--- config.mk ---
export PLATFORM = sky130hd
export DESIGN_NAME = mard_front
export DESIGN_NICKNAME = d
export VERILOG_FILES = /design/src/sv/mard_pkg.sv /design/src/sv/mard_front.sv
export SDC_FILE = /design/constraint.sdc
export NUM_CORES = 1
export LEC_CHECK = 0
export BUFFER_PORTS_ARGS = -buffer_cell sky130_fd_sc_hd__buf_2
export CORE_MARGIN = 3
export CORE_UTILIZATION = 60
export CTS_CLUSTER_SIZE = 20
export DETAILED_ROUTE_END_ITERATION = 7
export PLACE_DENSITY = 0.83
export SETUP_SLACK_MARGIN = 0.2
export SYNTH_ARGS = -nofsm -noshare
export SYNTH_HDL_FRONTEND = slang
export SYNTH_SLANG_ARGS = --single-unit
--- constraint.sdc ---
create_clock -name clk -period 4.8 [get_ports clk]
set_clock_uncertainty 0.2 [all_clocks]
set_input_delay 0.96 -clock clk [delete_from_list [all_inputs] [get_ports clk]]
set_output_delay 0.96 -clock clk [all_outputs]
set_load 0.05 [all_outputs]
--- src/sv/mard_pkg.sv ---
`timescale 1ns / 1ps
// ----------------------------------------------------------------------------
// mard_pkg
// Shared constants, types and helpers for the adjacent row difference unit.
// ----------------------------------------------------------------------------
package mard_pkg;

  localparam int VALUE_BITS  = 20;
  localparam int MAX_COLUMNS = 1024;
  localparam int IDX_BITS    = $clog2(MAX_COLUMNS);
  localparam int COL_BITS    = IDX_BITS + 1;
  localparam int QUEUE_DEPTH = 4;
  localparam int QCNT_BITS   = $clog2(QUEUE_DEPTH) + 1;

  typedef struct packed {
    logic [VALUE_BITS-1:0] value;
    logic                  last_item;
  } item_t;

  typedef struct packed {
    logic                 full;
    logic [QCNT_BITS-1:0] count;
  } queue_status_t;

  typedef enum logic [1:0] {
    ST_IDLE,
    ST_SCAN,
    ST_DRAIN,
    ST_FINISH
  } back_state_t;

  // Clamp the programmed row length into the supported range.
  function automatic logic [COL_BITS-1:0] effective_length(input logic [COL_BITS-1:0] len);
    logic [COL_BITS-1:0] r;
    if (len < COL_BITS'(2)) begin
      r = COL_BITS'(2);
    end else if (len > COL_BITS'(MAX_COLUMNS)) begin
      r = COL_BITS'(MAX_COLUMNS);
    end else begin
      r = len;
    end
    return r;
  endfunction

endpackage

--- src/sv/mard_front.sv ---
`timescale 1ns / 1ps
// ----------------------------------------------------------------------------
// mard_front
// Accepts input requests and queues them for the back end.
// ----------------------------------------------------------------------------
module mard_front
  import mard_pkg::*;
(
  input  logic          clk,
  input  logic          rst,
  input  logic          in_valid,
  output logic          in_stall,
  input  item_t         in_item,
  output logic          q_valid,
  output item_t         q_item,
  input  logic          q_pop,
  output queue_status_t status
);

  item_t                    entries [QUEUE_DEPTH];
  logic [QCNT_BITS-1:0]     count;
  logic [QCNT_BITS-2:0]     rd_ptr;
  logic [QCNT_BITS-2:0]     wr_ptr;
  logic                     push;
  logic                     pop;

  assign in_stall = (count == QCNT_BITS'(QUEUE_DEPTH));
  assign push     = in_valid && !in_stall;
  assign q_valid  = (count != '0);
  assign pop      = q_pop && q_valid;
  assign q_item   = entries[rd_ptr];
  assign status.full  = in_stall;
  assign status.count = count;

  always_ff @(posedge clk) begin
    if (rst) begin
      count  <= '0;
      rd_ptr <= '0;
      wr_ptr <= '0;
    end else begin
      if (push) begin
        wr_ptr <= wr_ptr + 1'b1;
      end
      if (pop) begin
        rd_ptr <= rd_ptr + 1'b1;
      end
      count <= count + QCNT_BITS'(push) - QCNT_BITS'(pop);
    end
  end

  always_ff @(posedge clk) begin
    if (push) begin
      entries[wr_ptr] <= in_item;
    end
  end

endmodule

* Word-level counts from Yosys, hierarchy flattened *
Memory sizes are Yosys's and may differ from the RTL's. A register that Yosys moved wholly into a read port is not among the register bits.
Cells that the tools add are included.

storage, ports and cells
  register bits = 7
  memory bits (writable) = 84
  input port bits = 25
  output and inout port bits = 27
  word-level logic and storage cells = 17
  memories kept = 1

memory list
  name     words  bits a word  rd ports  clocked after Yosys merged registers in  write ports  RTL line          RTL
  entries  4      21           1         1                                        1            mard_front.sv:20  item_t entries [QUEUE_DEPTH];

cells by class
  add/subtract/negate cells = 4
  equal/unequal tests = 1
  muxes and demuxes = 4
  reduce and logical (&&, ||, !) cells = 4

operators by type and width
  kind                                                            count
  2-bit by 1-bit adder with 2-bit output (second input constant)  2
  2-bit two-way mux                                               2
  3-bit by 1-bit adder with 3-bit output                          1
  3-bit equality test (second input constant)                     1
  3-bit nonzero test                                              1
  3-bit by 1-bit subtractor with 3-bit output                     1
  1-bit logical AND                                               2
  1-bit two-way mux                                               2
  1-bit logical NOT                                               1

* Logic depth before layout (Yosys ltp) *
  word-level depth = 5
  mapped depth = 11
  depth with buffers taken out = 11

* Worst setup path before layout *
No wires, ideal clock.

  path kind = reg-to-reg
  from = reg count[2]
  to = reg count[2]
  setup time = 0.078 ns
  arrival time = 3.001 ns
  required time = 4.522 ns
  path slack = 1.521 ns
  cell stages (with the launch flop) = 12
  path buffers = 0
  clock period less this slack = 3.279 ns
  cell sequence = dfxtp_1 nor3b_2 nor2_2 inv_1 ha_1 inv_1 ha_1 inv_1 fa_1 xor2_1 and2_1 nor3_1

on the way
  longest elaborated chain between the ends = 5
  elaborated cells between the ends (all ways) = 7
  classes of those cells = add/sub (2); eq/ne (1); reduce/logical (4)

ends and longest elaborated chain
  element                                      RTL line          RTL
  from (decl)                                  mard_front.sv:21  logic [QCNT_BITS-1:0] count;
  from (signal assigned)                       mard_front.sv:47  count <= count + QCNT_BITS'(push) - QCNT_BITS'(pop);
  3-bit equality test                          mard_front.sv:27  assign in_stall = (count == QCNT_BITS'(QUEUE_DEPTH));
  net in_stall                                 mard_front.sv:12  output logic in_stall,
  1-bit logical NOT                            mard_front.sv:28  assign push = in_valid && !in_stall;
  1-bit logical AND                            mard_front.sv:28
  3-bit by 1-bit adder with 3-bit output       mard_front.sv:47
  3-bit by 1-bit subtractor with 3-bit output  mard_front.sv:47

The timed path passes the listed nets, and every way through them passes these cells.
A chain may end at the register's enable or synchronous reset.

==> flow_summary.json <==
{
  "hp-class": "flip-flop to flip-flop",
  "required_ns": 3.64,
  "ys_ff_latch": 93,
  "cts_buffers": 9,
  "min_period_ns": 3.39,
  "post-cts-setup-buffers": 0,
  "ys_warn_count": 0,
  "drt_iter0_markers": 95,
  "fp.dieW_um": 82.5,
  "period_share_pct": 70.5,
  "seq_area_um2": 2700,
  "cap_violations": 0,
  "final-hold-violation-count": 0,
  "syn_inst": 159,
  "dieArea_um2": 6810,
  "max_clock_freq_mhz": 295,
  "nets": 248,
  "num_io_pins": 52,
  "drc": 0,
  "path_clk_slew_ns": 0.09,
  "antenna_cells": 0,
  "dieHeight_um": 82.5,
  "drtPass1Iterations": 4,
  "syn_nets": 191,
  "start_util_pct": 63.0,
  "critical_path_arrival_ns": 2.23,
  "fill_cells": 337,
  "cts_resized": 0,
  "syn_area_per_cell_um2": 22.1,
  "synth_area_leaders": "edfxtp_1 72%, mux4_2 13%, dfxtp_1 5.1%, ha_1 2.1%, and2_1 0.89%",
  "cp_max_fo": 12,
  "netlist.area_leader.share_pct": 71.8,
  "area_growth_pct": 14.9,
  "htreeDepth": 3,
  "synth_area_um2": 3510,
  "grt_pass1_vias": 1737,
  "vias_per_cell": 5.58,
  "yosysTopAreaCell": "edfxtp_1",
  "slew_headroom_pct": 25.6,
  "routedWlPerCell_um": 19.2,
  "clock_sinks": 93,
  "multi_input_area_um2": 742,
  "tightestPinTransition_ns": 1.12,
  "pwr-share-seq_pct": 43.9,
  "grt_max_degree": 22,
  "gr-total-overflow": 0,
  "gp_congestion": 0.638,
  "place.detailed.hpwl_mm": 3.80,
  "numPortBuffers": 51,
  "ys_seq_area_share_pct": 77.0,
  "crit_type": "flip-flop to output pin",
  "drv_slew": 0,
  "ys_types": 27,
  "netSwitchingPower_mw": 0.910,
  "status": "finished clean",
  "fp-row-count": 27,
  "final_layout_size_suffix_gt1_share_pct": 41.6,
  "grt_pass1_wl_mm": 8.64,
  "cts_root_buf": "clkbuf_8",
  "grtUsageTotal_pct": 18.7,
  "ctsHoldBuffers": 0,
  "hold_ws_ns": 0.327,
  "tns_ns": 0,
  "setup_viol": 0,
  "num_vias": 1635,
  "rsz0062_at_grt": "no",
  "drt-total-wl_mm": 5.62,
  "core_um2": 5570,
  "clk_latency_ns": 0.35,
  "p_leak_nw": 1.42,
  "switching_share_pct": 37.5,
  "crit_path_end_kind": "output pin",
  "grt_antenna_before_repair": 0,
  "clock_power_share_pct": 21.2,
  "p_per_area_nw_per_um2": 602,
  "cts_max_path_buffers": 2,
  "startpoint_type": "flip-flop",
  "ant_nets": 0,
  "cts_tree": "built",
  "max-vdd-ir-drop_mv": 0.696,
  "combPwrFrac_pct": 34.8,
  "p_int_mw": 1.52
}
## final cells by class
cell class	instances	area share, %
sequential	93	67.0
tap	72	2.23
multi-input combinational	54	18.4
clock inverter	4	0.651
timing repair buffer	52	6.51
clock buffer	12	4.65
inverter	6	0.558
## cell usage after synthesis
master and n:
edfxtp_1 84, nor2_2 1, nor3_1 1, mux2i_1 1, nor3b_2 1, dfxtp_1 9, clkbuf_1 1, buf_4 1
nor2_1 5, buf_2 2, nand2b_1 2, inv_1 5, ha_1 6, buf_6 2, nor2b_1 1, fa_1 1
mux4_1 1, or3_1 2, mux4_2 20, xor2_1 2, o31a_2 1, o311ai_1 1, xnor2_1 1, inv_2 1
o21ai_0 1, a21oi_1 1, and2_1 5
## per-layer routing
layer / vias up / share of wire [%] / routed length, um / global-route usage, %
met5: - / 0 / 0 / 0
met2: 56 / 56 / 3120 / 32.1
met1: 816 / 37 / 2080 / 21.0
met4: 0 / 2.3 / 131 / 10.5
met3: 10 / 5.1 / 286 / 5.21
li1: 753 / - / - / -
## metrics by stage
step | cell area, um2 | setup slack, ns | utilization [%] | total power [mW] | std cells
finish | 4030 | 1.41 | 72.4 | 2.43 | 293
detailed placement | 3820 | 1.71 | 68.5 | 1.94 | 277
global placement | 3820 | 1.76 | 68.5 | 1.91 | 277
global route | 4030 | 1.23 | 72.4 | 2.53 | 293
CTS | 4030 | 1.32 | 72.4 | 2.45 | 293
floorplan | 3510 | 1.52 | - | 1.76 | 159
## final timing paths
| kind | start | to | slack (ns) | cells after the start |
|---|---|---|---|---|
| min reg2reg | wr_ptr[1]$_SDFFE_PP0P_ | wr_ptr[1]$_SDFFE_PP0P_ | 0.33 | 2 |
| max | flip-flop | q_item[4] | 1.41 | 3 |
| max reg2reg | count[2]$_SDFF_PP0_ | count[2]$_SDFF_PP0_ | 2.24 | 11 |
| min | wr_ptr[1]$_SDFFE_PP0P_ | wr_ptr[1]$_SDFFE_PP0P_ | 0.33 | 2 |
## cells in the final DEF, fill, tap and decap left out, types with 2 or more instances in the layout
master	count
xor2_1	2
edfxtp_1	84
nand2b_1	2
or3_1	2
inv_1	5
nor2_1	5
dfxtp_1	9
clkbuf_16	2
and2_1	5
buf_2	51
ha_1	6
clkinv_2	2
mux4_2	20
clkbuf_8	10
## registers in the layout (all words and copies together), names as in the netlist, named ones only
name	count
count	3
wr_ptr	2
rd_ptr	2
entries	84
## power groups by stage
| stage | Combinational, mW | Sequential [mW] | Clock (mW) |
|---|---|---|---|
| after floorplan | 0.678 | 1.08 | 0 |
| after global placement | 0.830 | 1.07 | 0 |
| after detailed placement | 0.856 | 1.09 | 0 |
| after CTS | 0.858 | 1.07 | 0.524 |
| after global routing | 0.897 | 1.08 | 0.556 |
| final | 0.846 | 1.07 | 0.516 |
## critical path, cell delays in order (launching register included)
cell	delay, ns
dfxtp_1	0.71
buf_4	0.37
mux4_2	0.56
buf_2	0.23
## kinds of logic (layout without fill, tap and decap cells)
| family | after synthesis | in the layout | synth area share, % |
|---|---|---|---|
| buf+inv | 12 | 74 | 1.89 |
| xor+xnor | 3 | 3 | 0.749 |
| compound gates | 4 | 4 | 0.819 |
| fa+ha+maj | 7 | 7 | 2.71 |
| simple gates | 18 | 18 | 2.99 |
| flops | 93 | 93 | 77.0 |
| mux | 22 | 22 | 13.9 |
(Power assumes the default switching activity.)
